[src/rtl/cmdtw_pkg.sv]
package cmdtw_pkg;

  localparam int unsigned ADDR_W  = 19;
  localparam int unsigned RET_W   = 20;
  localparam int unsigned COUNT_W = 16;
  localparam int unsigned WORD_W  = 16;

  localparam logic [WORD_W-1:0] END_BIT   = 16'h8000;
  localparam logic [WORD_W-1:0] BAD_MASK  = 16'h000C;
  localparam logic [WORD_W-1:0] JUMP_MASK = 16'h3000;

  localparam logic [RET_W-1:0] ENTRY_SIZE = 20'h00020;
  localparam logic [RET_W-1:0] ADDR_LIMIT = 20'h7FFE0;

  typedef enum logic [1:0] {
    ST_FETCH   = 2'd0,
    ST_FOUND   = 2'd1,
    ST_END     = 2'd2,
    ST_INVALID = 2'd3
  } status_t;

  typedef enum logic [1:0] {
    JMP_NEXT = 2'd0,
    JMP_JUMP = 2'd1,
    JMP_CALL = 2'd2,
    JMP_RET  = 2'd3
  } jump_t;

endpackage

[src/rtl/command_table_walker_core.sv]
// m_tvalid rises in the cycle after a request is accepted.
// Throughput: one request per cycle while m_tready is high; the output
// register drains while the next request is taken. In a walk, the rate is set
// by the fetch round trip of the entry at the address just returned.
// Reset (rst, synchronous): clears the walk state, the target index and the
// output valid.
module command_table_walker_core (
  input  logic        clk,
  input  logic        rst,
  input  logic        cfg_wr_en,
  input  logic [15:0] cfg_wr_data,   // target_index
  input  logic        s_tvalid,
  output logic        s_tready,
  input  logic [31:0] s_tdata,       // [15:0] ctrl_word, [31:16] link_word
  output logic        m_tvalid,
  input  logic        m_tready,
  output logic [23:0] m_tdata,       // [18:0] next_address, [23:19] zero
  output logic [1:0]  m_tuser        // [1:0] status
);

  localparam int unsigned AW = cmdtw_pkg::ADDR_W;
  localparam int unsigned RW = cmdtw_pkg::RET_W;
  localparam int unsigned CW = cmdtw_pkg::COUNT_W;

  logic [CW-1:0] target_index;
  logic [AW-1:0] current_address;
  logic [RW-1:0] return_address;
  logic          return_held;
  logic [CW-1:0] command_count;

  logic [AW-1:0] current_address_next;
  logic [RW-1:0] return_address_next;
  logic          return_held_next;
  logic [CW-1:0] command_count_next;

  logic [AW-1:0]      out_addr;
  cmdtw_pkg::status_t out_status;

  logic [15:0]      ctrl_word;
  logic [15:0]      link_word;
  logic             accept;
  logic [RW-1:0]    seq_addr;
  logic [RW-1:0]    link_addr;
  logic [RW-1:0]    next;
  cmdtw_pkg::jump_t jmode;

  assign ctrl_word = s_tdata[15:0];
  assign link_word = s_tdata[31:16];
  assign s_tready  = !m_tvalid || m_tready;
  assign accept    = s_tvalid && s_tready;
  assign seq_addr  = {1'b0, current_address} + cmdtw_pkg::ENTRY_SIZE;
  assign link_addr = {1'b0, link_word, 3'b000};
  assign jmode     = cmdtw_pkg::jump_t'(ctrl_word[13:12]);

  always_comb begin
    current_address_next = current_address;
    return_address_next  = return_address;
    return_held_next     = return_held;
    command_count_next   = command_count;
    out_addr             = '0;
    out_status           = cmdtw_pkg::ST_FETCH;
    next                 = seq_addr;

    case (jmode)
      cmdtw_pkg::JMP_NEXT: next = seq_addr;
      cmdtw_pkg::JMP_JUMP: next = link_addr;
      cmdtw_pkg::JMP_CALL: begin
        next = link_addr;
        if (!return_held) begin
          return_address_next = seq_addr;
          return_held_next    = 1'b1;
        end
      end
      cmdtw_pkg::JMP_RET: begin
        if (return_held) begin
          next                = return_address;
          return_held_next    = 1'b0;
          return_address_next = '0;
        end else begin
          next = seq_addr;
        end
      end
      default: next = seq_addr;
    endcase

    if (command_count == target_index) begin
      out_status = cmdtw_pkg::ST_FOUND;
      out_addr   = current_address;
    end else if ((ctrl_word & cmdtw_pkg::END_BIT) != '0) begin
      out_status = cmdtw_pkg::ST_END;
    end else if ((ctrl_word & cmdtw_pkg::BAD_MASK) == cmdtw_pkg::BAD_MASK) begin
      out_status = cmdtw_pkg::ST_INVALID;
    end else if (next > cmdtw_pkg::ADDR_LIMIT) begin
      out_status = cmdtw_pkg::ST_INVALID;
    end else begin
      out_status           = cmdtw_pkg::ST_FETCH;
      out_addr             = next[AW-1:0];
      current_address_next = next[AW-1:0];
      command_count_next   = command_count + CW'(1);
    end

    if (out_status != cmdtw_pkg::ST_FETCH) begin
      current_address_next = '0;
      return_address_next  = '0;
      return_held_next     = 1'b0;
      command_count_next   = '0;
    end
  end

  always_ff @(posedge clk) begin
    if (rst) begin
      target_index    <= '0;
      current_address <= '0;
      return_address  <= '0;
      return_held     <= 1'b0;
      command_count   <= '0;
      m_tvalid        <= 1'b0;
    end else begin
      if (cfg_wr_en) begin
        target_index <= cfg_wr_data;
      end
      if (accept) begin
        current_address <= current_address_next;
        return_address  <= return_address_next;
        return_held     <= return_held_next;
        command_count   <= command_count_next;
        m_tvalid        <= 1'b1;
      end else if (m_tready) begin
        m_tvalid <= 1'b0;
      end
    end
  end

  always_ff @(posedge clk) begin
    if (accept) begin
      m_tdata <= {5'b0, out_addr};
      m_tuser <= out_status;
    end
  end

  // terminal result returns walk state to reset
  assert property (@(posedge clk) disable iff (rst)
    accept && out_status != cmdtw_pkg::ST_FETCH
    |=> current_address == '0 && !return_held && command_count == '0)
    else $error("walk state not cleared after terminal result");

  assert property (@(posedge clk) disable iff (rst)
    !return_held |-> return_address == '0)
    else $error("return address set while none held");

  assert property (@(posedge clk) disable iff (rst)
    {1'b0, current_address} <= cmdtw_pkg::ADDR_LIMIT)
    else $error("current address beyond table limit");

  // a stalled fetch request points at the entry now being examined
  assert property (@(posedge clk) disable iff (rst)
    m_tvalid && !m_tready && m_tuser == cmdtw_pkg::ST_FETCH
    |-> m_tdata[AW-1:0] == current_address)
    else $error("pending fetch address differs from walk state");

endmodule
[config.mk]
export PLATFORM = sky130hd
export DESIGN_NAME = command_table_walker_core
export DESIGN_NICKNAME = d
export VERILOG_FILES = /design/src/rtl/cmdtw_pkg.sv /design/src/rtl/command_table_walker_core.sv
export SDC_FILE = /design/constraint.sdc
export NUM_CORES = 1
export LEC_CHECK = 0
export BUFFER_PORTS_ARGS = -buffer_cell sky130_fd_sc_hd__buf_2
export CORE_MARGIN = 4
export CORE_UTILIZATION = 55
export CTS_BUF_LIST = sky130_fd_sc_hd__clkbuf_8
export DETAILED_ROUTE_END_ITERATION = 10
export PLACE_DENSITY = 0.78
export SYNTH_ARGS = -nofsm -noshare
export SYNTH_HDL_FRONTEND = slang
export SYNTH_SLANG_ARGS = --single-unit
[constraint.sdc]
create_clock -name clk -period 5.4 [get_ports clk]
set_input_delay 1.08 -clock clk [delete_from_list [all_inputs] [get_ports clk]]
set_output_delay 1.08 -clock clk [all_outputs]
set_load 0.01 [all_outputs]
# After elaboration in Yosys (flattened, before gate mapping)
# Cells that the tools add are included.
[classes]
n_addsub = 2
mux = 27
order_cmp = 1
eq_ne = 10
reduce_logical = 11
[ops]
columns = ["operator", "count"]
rows = [
  ["2-to-1 mux 19 bit", 9],
  ["2-to-1 mux 16 bit", 5],
  ["2-to-1 mux 20 bit", 3],
  ["case mux 20 bit (3 select lines)", 1],
  ["case mux 20 bit (2 select lines)", 1],
  ["adder 19 x 6 -> 20 bit, second input constant", 1],
  ["greater-than comparator 20 x 19 -> 1 bit, second input constant", 1],
  ["adder 16 x 1 -> 16 bit, second input constant", 1],
  ["== test 16 bit", 1],
  ["2-to-1 mux 2 bit", 4],
  ["!= test 2 x 1 -> 1 bit, second input constant", 4],
  ["== test 2 bit, second input constant", 3],
  ["AND reduction 5 bit", 1],
  ["nonzero test 2 bit", 2],
  ["2-to-1 mux 1 bit", 3],
  ["!= test 3 bit, second input constant", 1],
  ["AND reduction 3 bit", 1],
  ["nonzero test 3 bit", 1],
  ["== test 2 x 1 -> 1 bit, second input constant", 1],
  ["logical NOT 2 bit", 1],
  ["case mux 1 bit (2 select lines)", 1],
  ["AND reduction 2 bit", 1],
  ["OR reduction 2 bit", 1],
  ["logical AND 1 bit", 1],
  ["2 further kinds", 2],
]
[totals]
input_bits = 53
register_bits = 94
word_cells = 59
output_inout_bits = 28

# Depth between registers and ports, before layout
# Gate-level depths: netlist (run 1).
[logic_depth]
ltp_word = 11
depth_mapped = 14
depth_no_buf = 10

# Worst setup path before layout (run 1)
# Ideal clock, no wire load.
[synth_timing]
kind = "input port to flip-flop"
from = "input port s_tdata[12]"
to = "register return_address[7]"
arrival_ns = 3.618
setup_slack_ns = 1.666
setup_time_ns = 0.117
required_ns = 5.283
cell_stages = 13
path_cell_list = "inv_1 ha_1 buf_2 nor2b_1 a222oi_1 a211oi_1 o2111ai_1 or4_4 o211a_4 and2_4 buf_6 buf_6 a22o_1"
[synth_via]
elab_chain_len = 11
[synth_rtl]
columns = ["item", "line_no", "source"]
rows = [
  ["start, declared", "command_table_walker_core.sv:14", "input logic [31:0] s_tdata,"],
  ["== test 2 bit / == test 2 x 1 -> 1 bit (equally long branches)", "command_table_walker_core.sv:64", "case (jmode)"],
  ["OR reduction 2 bit (no line)", "--", ""],
  ["case mux 20 bit (3 select lines)", "command_table_walker_core.sv:64", ""],
  ["greater-than comparator 20 x 19 -> 1 bit", "command_table_walker_core.sv:93", "end else if (next > cmdtw_pkg::ADDR_LIMIT) begin"],
  ["2-to-1 mux 2 bit", "command_table_walker_core.sv:93", ""],
  ["2-to-1 mux 2 bit", "command_table_walker_core.sv:91", "end else if ((ctrl_word & cmdtw_pkg::BAD_MASK) == cmdtw_pkg::BAD_MASK) begin"],
  ["2-to-1 mux 2 bit", "command_table_walker_core.sv:89", "end else if ((ctrl_word & cmdtw_pkg::END_BIT) != '0) begin"],
  ["2-to-1 mux 2 bit", "command_table_walker_core.sv:86", "if (command_count == target_index) begin"],
  ["nonzero test 2 bit", "command_table_walker_core.sv:102", "if (out_status != cmdtw_pkg::ST_FETCH) begin"],
  ["!= test 3 bit (no line) / nonzero test 3 bit (equally long branches)", "--", ""],
  ["AND reduction 3 bit (no line)", "--", ""],
  ["end signal, assigned", "command_table_walker_core.sv:124", "return_address <= return_address_next;"],
  ["end, declared", "command_table_walker_core.sv:27", "logic [RW-1:0] return_address;"],
]
# Parallel ways exist; a longest one is shown, timed or not.
# A chain may end at the register's enable or synchronous reset.

# Final worst setup path (run 1)
[layout_timing]
from = "input port s_tdata[13]"
to = "register command_count[2]"
[layout_via]
elab_chain_len = 11
[layout_rtl]
columns = ["item", "line_no", "source"]
rows = [
  ["== test 2 bit / == test 2 x 1 -> 1 bit (equally long branches)", "command_table_walker_core.sv:64", ""],
  ["OR reduction 2 bit (no line)", "--", ""],
  ["case mux 20 bit (3 select lines) (*)", "command_table_walker_core.sv:64", ""],
  ["greater-than comparator 20 x 19 -> 1 bit (*)", "command_table_walker_core.sv:93", ""],
  ["2-to-1 mux 2 bit", "command_table_walker_core.sv:93", ""],
  ["2-to-1 mux 2 bit", "command_table_walker_core.sv:91", ""],
  ["2-to-1 mux 2 bit", "command_table_walker_core.sv:89", ""],
  ["2-to-1 mux 2 bit", "command_table_walker_core.sv:86", ""],
  ["nonzero test 2 bit", "command_table_walker_core.sv:102", ""],
  ["!= test 2 x 1 -> 1 bit (no line)", "--", ""],
  ["AND reduction 5 bit (no line)", "--", ""],
  ["end signal, assigned", "command_table_walker_core.sv:126", "command_count <= command_count_next;"],
  ["end, declared", "command_table_walker_core.sv:29", "logic [CW-1:0] command_count;"],
]
# Every way passes the cells marked *; elsewhere a longest branch is shown, timed or not.

==> results of run 1 <==
==> sequential cells by signal, summed over array words and instances, names as in the netlist <==
name and cells:
current_address 19, m_tvalid 1, m_tdata 19, command_count 16, m_tuser 2, target_index 16
return_address 20, return_held 1
==> worst max path at each step <==
stage	start	endpoint	slack (ns)	depth (start not counted)
after floorplan	s_tdata[12]	return_address[7]$_SDFFE_PP0P_	1.67	13
after global placement	s_tdata[13]	command_count[6]$_SDFFE_PP0P_	0.70	11
after detailed placement	s_tdata[13]	command_count[6]$_SDFFE_PP0P_	0.62	11
after CTS	s_tdata[13]	command_count[2]$_SDFFE_PP0P_	1.0	11
after global routing	s_tdata[13]	command_count[3]$_SDFFE_PP0P_	0.67	11
final	s_tdata[13]	command_count[2]$_SDFFE_PP0P_	0.86	11
==> cell families (layout without fill, tap and decap cells) <==
group | Yosys count | in the layout | share of synthesized area
AOI/OAI and AO/OA | 128 | 128 | 0.192
other | 1 | 5 | 0.000778
and+or+nand+nor | 187 | 187 | 0.196
buffers and inverters | 51 | 96 | 0.0517
xor gates and xnor gates | 42 | 42 | 0.0763
muxes | 17 | 17 | 0.0356
adders and majority gates | 5 | 5 | 0.0130
DFF | 94 | 94 | 0.434
==> stage by stage <==
step	area [um2]	util	hold WS, ns
2_1_floorplan	4830	-	0.433
3_3_place_gp	5130	0.613	0.445
3_5_place_dp	5130	0.613	0.451
4_1_cts	5330	0.636	0.476
5_1_grt	5330	0.636	0.485
6_report	5330	0.636	0.480
==> power by group through the flow <==
| stage | logic [mW] | clock network [mW] | registers, mW |
|---|---|---|---|
| after floorplan | 0.117 | 0 | 0.774 |
| after global placement | 0.173 | 0 | 0.774 |
| after detailed placement | 0.177 | 0 | 0.775 |
| after CTS | 0.178 | 0.468 | 0.759 |
| after global routing | 0.198 | 0.494 | 0.762 |
| final | 0.181 | 0.464 | 0.759 |
==> worst reg2reg max path: cells and delay by family (launching register included) <==
family                 cells  cell delay [ns]
AO/OA/AOI/OAI              5             1.55
buffers and inverters      1             0.20
flip-flops                 1             0.78
AND/OR/NAND/NOR            3             1.25
==> metal layers <==
metal / vias up / global-route usage
met5: - / 0
met2: 195 / 0.390
met1: 1955 / 0.321
met3: 29 / 0.0468
met4: 0 / 0.0930
li1: 1968 / -
==> placed cells by master, fill, tap and decap left out, types with 3 or more instances in the layout <==
| cell type | count |
|---|---|
| dfxtp_1 | 73 |
| buf_2 | 64 |
| nor2_1 | 52 |
| nand2_1 | 48 |
| xnor2_1 | 28 |
| o21ai_0 | 25 |
| a21oi_1 | 23 |
| edfxtp_1 | 21 |
| a22o_1 | 20 |
| nand3_1 | 16 |
| mux2i_1 | 16 |
| xor2_1 | 14 |
| or3_1 | 14 |
| inv_1 | 13 |
| nand4_1 | 13 |
| a22oi_1 | 13 |
| nand2b_1 | 10 |
| clkbuf_8 | 9 |
| o211ai_1 | 8 |
| nor2b_1 | 6 |
| a21o_1 | 5 |
| ha_1 | 5 |
| conb_1 | 5 |
| and3_1 | 4 |
| o221ai_1 | 4 |
| o2bb2ai_1 | 4 |
| nor3_1 | 4 |
| buf_4 | 4 |
| and2_1 | 3 |
| a222oi_1 | 3 |
| and4_1 | 3 |
| nor4_1 | 3 |
| clkinv_4 | 3 |
==> cell usage after synthesis (3+ instances only) <==
master	number	area [um2]
xor2_1	14	123
a21oi_1	23	115
a222oi_1	3	30.0
ha_1	5	62.6
and3_1	4	25.0
nand4_1	13	81.3
a21o_1	5	37.5
o2bb2ai_1	4	35.0
clkbuf_1	18	67.6
dfxtp_1	73	1460
nor2b_1	6	37.5
nor3_1	4	20.0
inv_1	11	41.3
and4_1	3	26.3
and2_1	3	18.8
xnor2_1	28	245
o21ai_0	25	125
nand3_1	16	80.1
buf_4	8	60.1
a22oi_1	13	97.6
o221ai_1	4	35.0
nand2_1	48	180
a22o_1	20	175
o211ai_1	8	60.1
nand2b_1	10	62.6
nor2_1	52	195
edfxtp_1	21	631
mux2i_1	16	160
nor4_1	4	25.0
or3_1	14	87.6
buf_2	10	50.1
==> cell type report <==
type                    instances  share of cell area
repair buffers                 69              0.0695
well taps                     105              0.0247
clock buffers                   9              0.0233
clock inverters                 7              0.0129
inverters                      11             0.00775
flip-flops and latches         94               0.393
multi-input cells             384               0.469
==> reports/results.tsv, run 1 <==
stage	metric	value	unit
floorplanning	die area	0.0103	mm2
run	Max Cap Viol	0	
worst_setup_path	Slowest Stage Delay on Critical Path	0.59	ns
route	routed wl met3	908	um
worst_setup_path	FF-to-FF Start	return_held$_SDFFE_PP0P_	
worst_setup_path	reg2reg end	command_count[2]$_SDFFE_PP0P_	
timing	achievable frequency	0.220	GHz
logic_synthesis	register bit total from synthesis	94	
power_and_ir_drop	P_sw	0.381	mW
route	Initial DRT Pass Iterations	5	
floorplanning	core area	0.00838	mm2
worst_setup_path	Crit path top cell by count	nor2_1	
logic_synthesis	number of synthesized flops with an enable pin	21	
power_and_ir_drop	Net Sw Frac	0.272	
power_and_ir_drop	Int Power	1.02	mW
placement	hpwl dp	8330	um
final_layout	layout cells sized above 1	0.169	
route	met2 WL	5670	um
floorplanning	Chip Height	102	um
worst_setup_path	worst reg2reg setup slack	1.50	ns
global_routing	largest net degree at the start of global routing	46	
timing	Worst Skew	0.0100	ns
clock_tree	clock root buffer	clkbuf_8	
placement	dpl cells	663	
final_layout	final cell count without fillers	679	
worst_setup_path	Crit path required time	5.63	ns
clock_tree	later-pin clock latency in the skew report	0.36	ns
power_and_ir_drop	Max VDD drop	0.148	mV
floorplanning	Starting Density	0.575	
floorplanning	io pins	81	
route	drt total wl	11900	um
logic_synthesis	Synth Warn #	0	
clock_tree	clock-pin slew on the worst setup and hold paths	0.09	ns
power_and_ir_drop	part of the power in registers	0.541	
global_routing	first-pass GRT wire length	19700	um
route	wire length on met1	5010	um
placement	DP Worst Slack	0.623	ns
logic_synthesis	mapped cell area	0.00482	mm2
route	Routed Antenna Nets	0	
timing	Least-Margin Pin Slew	0.985	ns
logic_synthesis	Mapped Cells	525	
logic_synthesis	Synth cell types	62	
logic_synthesis	Mean Syn Cell Area	9.18	um2
power_and_ir_drop	Gate power share	0.129	
route	routed len/inst	17.5	um
logic_synthesis	asr flop ratio synth	0	
timing	fin worst setup slack	0.861	ns
route	DR iter-0 viols	319	
global_routing	vias in the first global route	4076	
worst_setup_path	kind of critical path	in -> reg	
clock_tree	CTS tree	done	
final_layout	Antenna Cells	0	
clock_tree	Post-CTS Resized	0	
worst_setup_path	crit end category	flip-flop	
timing	final hold vios	0	
placement	gpl congestion	0.937	
clock_tree	buffer count from post-CTS setup fixing	0	
timing	max_slew headroom	0.343	
worst_setup_path	WP buf/inv	2	
worst_setup_path	Worst path top cell family by delay	simple AND/OR/NAND/NOR gates	
power_and_ir_drop	pwr/cell area	263	mW/mm2
route	highest metal used	met4	
hold_path	Worst Hold Depth	1	
worst_setup_path	Slowest cell on crit path	or4_4	
timing	setup violators final	0	
timing	fin crit share	0.841	
route	via/cell ratio	6.11	
timing	min Tclk post-route	4.54	ns
final_layout	nets	627	
final_layout	register area	0.00209	mm2
logic_synthesis	ys flop type	dfxtp_1	
placement	port bufs	64	
worst_setup_path	crit-path cells	buf_2 > ha_1 > nor2b_1 > nor2_1 > o22ai_1 > o2111ai_1 > or4_4 > o211ai_2 > buf_12 > a21o_1 > nor2_1	
power_and_ir_drop	Clock Power Share	0.330	
run_status	status	finished, final reports clean	
final_layout	Layout area overhead	10.5	%
worst_setup_path	critical path arrival	4.77	ns
global_routing	antenna violations before repair	0	
power_and_ir_drop	LEAKAGE	2.00	nW
clock_tree	clk sinks	94	
global_routing	GRT overflow	0	
hold_path	HP Start	return_address[17]$_SDFFE_PP0P_	
global_routing	total track usage	0.242	
worst_setup_path	Reg2Reg Depth	9	
hold_path	Worst Hold End	return_address[17]$_SDFFE_PP0P_	
final_layout	footprint of the multi-input gates	0.00250	mm2
route	Residual DRC	0	
timing	final setup TNS	0	ns
logic_synthesis	register area share after synthesis	0.434	
worst_setup_path	nature of the critical path startpoint	primary input	
clock_tree	cts hold-fix bufs	0	
floorplanning	die width	102	um
timing	unrepaired setup endpoints after global routing	false	
hold_path	Tightest Hold Check Type	reg -> reg	
final_layout	filler cell count	691	
floorplanning	row count	33	
worst_setup_path	CP Max Fanout	29	
timing	Final Max Slew Viols	0	
clock_tree	clock buffer count from CTS	9	
route	overall via count from detail_route	4147	
power_and_ir_drop	Total Power	1.40	mW
clock_tree	maximum clock insertion buffer count	2	
clock_tree	H-Tree Depth	3	
(Power assumes the default switching activity.)
==> run 2: changes to the inputs <==
Clock period 5.4 ns to 4.43 ns, I/O delays scaled along.
==> run 2 against run 1 <==
Effect of this change:
- routed wire length grew 4.0%
- power grew 26%
- flip-flop and latch count is the same
- setup slack lost 0.38 ns
- register-to-register slack lost 0.68 ns
- combinational power grew 28%
- count of clock-buffer cells in the layout grew 1
- via count grew 2.0%
- critical path type unchanged
- largest cell class unchanged
- highest routed layer unchanged
==> reports/results.tsv, run 2 (synthesis results as in run 1) <==
stage	metric	value	unit
placement	gpl congestion	0.919	
timing	Worst Skew	0.0116	ns
timing	final hold vios	0	
worst_setup_path	Slowest cell on crit path	or4_4	
route	Routed Antenna Nets	0	
clock_tree	clock root buffer	clkbuf_8	
power_and_ir_drop	Max VDD drop	0.245	mV
clock_tree	clk sinks	94	
global_routing	GRT overflow	0	
worst_setup_path	FF-to-FF Start	return_held$_SDFFE_PP0P_	
worst_setup_path	crit-path cells	buf_2 > inv_1 > ha_1 > nor2b_1 > a222oi_1 > a211oi_1 > o2111ai_1 > or4_4 > o211ai_2 > o22ai_2 > a22o_1	
power_and_ir_drop	pwr/cell area	326	mW/mm2
timing	min Tclk post-route	3.95	ns
global_routing	total track usage	0.248	
timing	Final Max Slew Viols	0	
worst_setup_path	crit end category	flip-flop	
final_layout	commonest non-fill, non-tap cell in the layout	dfxtp_1	
final_layout	Layout area overhead	12.6	%
clock_tree	clock-pin slew on the worst setup and hold paths	0.10	ns
placement	DP Worst Slack	0.159	ns
final_layout	Util after Layout	0.648	
worst_setup_path	Slowest Stage Delay on Critical Path	0.57	ns
hold_path	Worst Hold End	return_address[7]$_SDFFE_PP0P_	
global_routing	antenna violations before repair	0	
worst_setup_path	worst reg2reg setup slack	0.82	ns
worst_setup_path	Crit path required time	4.70	ns
floorplanning	Starting Density	0.575	
route	drt total wl	12400	um
timing	unrepaired setup endpoints after global routing	false	
floorplanning	row count	33	
timing	max_slew headroom	0.398	
final_layout	most frequent cells in the layout	dfxtp_1, buf_2, nor2_1	
worst_setup_path	WP buf/inv	2	
placement	Placement Cell Area	0.00522	mm2
route	Initial DRT Pass Iterations	5	
clock_tree	maximum clock insertion buffer count	2	
global_routing	first-pass GRT wire length	20000	um
clock_tree	cts hold-fix bufs	0	
final_layout	layout cells sized above 1	0.185	
route	via/cell ratio	6.15	
floorplanning	io pins	81	
worst_setup_path	CP Max Fanout	19	
floorplanning	die area	0.0103	mm2
floorplanning	Chip Height	102	um
placement	port bufs	64	
hold_path	HP Start	return_address[7]$_SDFFE_PP0P_	
final_layout	largest registers	return_address x20, current_address x19, m_tdata x19	
run	Max Cap Viol	0	
worst_setup_path	Worst path top cell family by delay	compound AO/OA/AOI/OAI gates	
global_routing	vias in the first global route	4181	
route	routed len/inst	18.0	um
route	Residual DRC	0	
timing	fin crit share	0.892	
placement	dpl cells	672	
worst_setup_path	kind of critical path	in -> reg	
global_routing	largest net degree at the start of global routing	46	
clock_tree	H-Tree Depth	3	
clock_tree	clock buffer count from CTS	9	
final_layout	number of flip-flops in the largest register	20	
final_layout	Most flops, register	return_address	
timing	hold slack	0.475	ns
hold_path	Tightest Hold Check Type	reg -> reg	
worst_setup_path	Reg2Reg Depth	8	
run_status	status	finished, final reports clean	
route	overall via count from detail_route	4231	
floorplanning	core area	0.00838	mm2
worst_setup_path	critical path arrival	4.22	ns
timing	setup violators final	0	
final_layout	final cell count without fillers	688	
final_layout	nets	636	
worst_setup_path	reg2reg end	return_address[15]$_SDFFE_PP0P_	
final_layout	filler cell count	708	
route	DR iter-0 viols	335	
placement	hpwl dp	8800	um
timing	final setup TNS	0	ns
final_layout	fin area	0.00543	mm2
worst_setup_path	nature of the critical path startpoint	primary input	
power_and_ir_drop	Total Power	1.77	mW
clock_tree	CTS tree	done	
final_layout	Antenna Cells	0	
timing	fin worst setup slack	0.480	ns
timing	achievable frequency	0.253	GHz
clock_tree	later-pin clock latency in the skew report	0.37	ns
power_and_ir_drop	LEAKAGE	2.06	nW
clock_tree	buffer count from post-CTS setup fixing	0	
hold_path	Worst Hold Depth	1	
clock_tree	Post-CTS Resized	0	
floorplanning	die width	102	um
timing	Least-Margin Pin Slew	0.904	ns
## run 2: changes by cell type in the layout (fill, tap and decap cells not counted)
cell,before,now
buf_4,4,12
inv_6,0,1
clkinv_4,3,1
inv_4,0,1
clkinv_2,1,0
clkbuf_8,9,10
inv_8,0,2
buf_12,1,2
inv_1,13,11
## run 2: area by class of cell
cell class                 instances  area, um2  area share
clock buffer                      10        138      0.0254
clock inverter                     6       76.3      0.0141
inverter                          11       41.3     0.00761
multi-input combinational        384       2500       0.460
sequential                        94       2090       0.385
tap                              105        131      0.0242
timing repair buffer              78        450      0.0830
## run 2: how the worst max path moves through the flow
stage / startpoint / cells after the start / end
2_1_floorplan: s_tdata[12] / 13 / return_address[7]$_SDFFE_PP0P_
3_3_place_gp: s_tdata[12] / 11 / return_address[15]$_SDFFE_PP0P_
3_5_place_dp: s_tdata[12] / 11 / return_address[15]$_SDFFE_PP0P_
4_1_cts: s_tdata[12] / 11 / return_address[15]$_SDFFE_PP0P_
5_1_grt: s_tdata[12] / 11 / return_address[15]$_SDFFE_PP0P_
6_report: s_tdata[12] / 11 / return_address[15]$_SDFFE_PP0P_
## run 2: power by group
| group | switching [mW] | internal (mW) | total [mW] |
|---|---|---|---|
| registers | 0.0222 | 0.903 | 0.926 |
| logic | 0.139 | 0.0921 | 0.231 |
| clock network | 0.327 | 0.288 | 0.614 |
| total | 0.488 | 1.28 | 1.77 |
## run 2: routing by layer
layer | part of all wire | vias to the layer above | global-route usage | wire (um)
met5 | 0 | - | 0 | 0
li1 | - | 1995 | - | -
met1 | 0.42 | 2040 | 0.312 | 5230
met4 | 0.027 | 0 | 0.0920 | 332
met3 | 0.063 | 31 | 0.0627 | 776
met2 | 0.49 | 165 | 0.411 | 6050
==> run 3: changes to the inputs <==
Settings changed: CORE_ASPECT_RATIO from default to 1.1, REMOVE_ABC_BUFFERS from default to 1.
==> run 3 against run 2 <==
Effect of this change:
- combinational power down 3%
- critical endpoint unchanged
- first-iteration DRC count up 12%
- hold slack better by 0.0052 ns
==> reports/results.tsv, run 3 (synthesis results as in run 1) <==
stage	metric	value	unit
timing	Final Max Slew Viols	0	
clock_tree	maximum clock insertion buffer count	2	
final_layout	filler cell count	717	
floorplanning	row count	35	
route	Initial DRT Pass Iterations	5	
timing	min Tclk post-route	3.92	ns
worst_setup_path	Slowest Stage Delay on Critical Path	0.58	ns
global_routing	first-pass GRT wire length	19800	um
timing	final setup TNS	0	ns
final_layout	Antenna Cells	0	
worst_setup_path	nature of the critical path startpoint	primary input	
power_and_ir_drop	Max VDD drop	0.186	mV
timing	fin crit share	0.886	
timing	hold slack	0.480	ns
placement	hpwl dp	8490	um
worst_setup_path	crit-path cells	buf_2 > inv_1 > ha_1 > nor2b_1 > a222oi_1 > a211oi_1 > o2111ai_1 > or4_4 > o211ai_2 > o22ai_2 > a22o_1	
final_layout	Util after Layout	0.637	
floorplanning	Starting Density	0.570	
route	Residual DRC	0	
final_layout	layout cells sized above 1	0.182	
timing	Worst Skew	0.0137	ns
floorplanning	io pins	81	
global_routing	largest net degree at the start of global routing	35	
worst_setup_path	beginning of the critical path	s_tdata[12]	
clock_tree	clk sinks	94	
clock_tree	clock buffer count from CTS	9	
final_layout	largest registers	return_address x20, current_address x19, m_tdata x19	
worst_setup_path	CP Max Fanout	19	
final_layout	commonest non-fill, non-tap cell in the layout	dfxtp_1	
route	via/cell ratio	6.00	
clock_tree	clock-pin slew on the worst setup and hold paths	0.10	ns
clock_tree	clock root buffer	clkbuf_8	
floorplanning	core area	0.00845	mm2
route	DR iter-0 viols	376	
floorplanning	die area	0.0103	mm2
placement	DP Worst Slack	0.189	ns
timing	setup violators final	0	
global_routing	GRT overflow	0	
hold_path	HP Start	return_address[9]$_SDFFE_PP0P_	
power_and_ir_drop	LEAKAGE	2.03	nW
final_layout	number of flip-flops in the largest register	20	
global_routing	vias in the first global route	4121	
route	drt total wl	11900	um
timing	fin worst setup slack	0.505	ns
clock_tree	cts hold-fix bufs	0	
placement	gpl congestion	0.935	
timing	final hold vios	0	
global_routing	total track usage	0.232	
timing	unrepaired setup endpoints after global routing	false	
floorplanning	die width	97.3	um
final_layout	nets	634	
global_routing	antenna violations before repair	0	
worst_setup_path	FF-to-FF Start	return_held$_SDFFE_PP0P_	
floorplanning	Chip Height	106	um
placement	dpl cells	676	
clock_tree	later-pin clock latency in the skew report	0.37	ns
worst_setup_path	crit end category	flip-flop	
timing	achievable frequency	0.255	GHz
hold_path	Tightest Hold Check Type	reg -> reg	
route	Routed Antenna Nets	0	
clock_tree	buffer count from post-CTS setup fixing	0	
worst_setup_path	kind of critical path	in -> reg	
final_layout	Layout area overhead	11.7	%
final_layout	most frequent cells in the layout	dfxtp_1, buf_2, nor2_1	
worst_setup_path	Crit path required time	4.70	ns
worst_setup_path	critical path arrival	4.19	ns
clock_tree	H-Tree Depth	3	
final_layout	final cell count without fillers	692	
timing	max_slew headroom	0.333	
worst_setup_path	Slowest cell on crit path	or4_4	
route	routed len/inst	17.2	um
timing	Least-Margin Pin Slew	1.00	ns
final_layout	Most flops, register	return_address	
placement	port bufs	64	
clock_tree	CTS tree	done	
power_and_ir_drop	pwr/cell area	318	mW/mm2
run	Max Cap Viol	0	
clock_tree	Post-CTS Resized	0	
run_status	status	finished, final reports clean	
route	overall via count from detail_route	4155	
-- run 3: metal layers --
metal  vias up  global-route usage  share of wire
li1       1998                   -              -
met2       172               0.403           0.49
met4         0               0.103          0.026
met3        31              0.0413          0.059
met1      1954               0.283           0.42
met5         -                   0              0
-- run 3: path summary, 6_finish.rpt --
check        depth (start not counted)  slack, ns                               to
max                                 11       0.51  return_address[15]$_SDFFE_PP0P_
max reg2reg                          8       0.92  return_address[15]$_SDFFE_PP0P_
min                                  1       0.48   return_address[9]$_SDFFE_PP0P_
min reg2reg                          1       0.48   return_address[9]$_SDFFE_PP0P_
-- run 3: stage by stage --
step	power, mW	instance area, um2
2_1_floorplan	1.07	4630
3_3_place_gp	1.16	5190
3_5_place_dp	1.16	5190
4_1_cts	1.71	5380
5_1_grt	1.77	5380
6_report	1.71	5380
-- run 3: power by group --
group          switching (mW)  internal [mW]
Sequential             0.0196          0.903
Combinational           0.137         0.0886
Clock                   0.343          0.219
-- run 3: critical path, delay by kind of cell --
kind,cells,cell delay [ns]
AND/OR/NAND/NOR,2,0.95
buffers and inverters,2,0.14
adder cells (fa/ha/maj),1,0.55
AO/OA/AOI/OAI,6,1.66
-- run 3: area by class of cell --
class	instances	area [um2]	area share
Clock inverter	7	63.8	0.0119
Multi-Input combinational cell	384	2500	0.464
Timing Repair Buffer	76	423	0.0786
Inverter	11	41.3	0.00767
Tap cell	111	139	0.0258
Clock buffer	9	124	0.0230
Sequential cell	94	2090	0.389
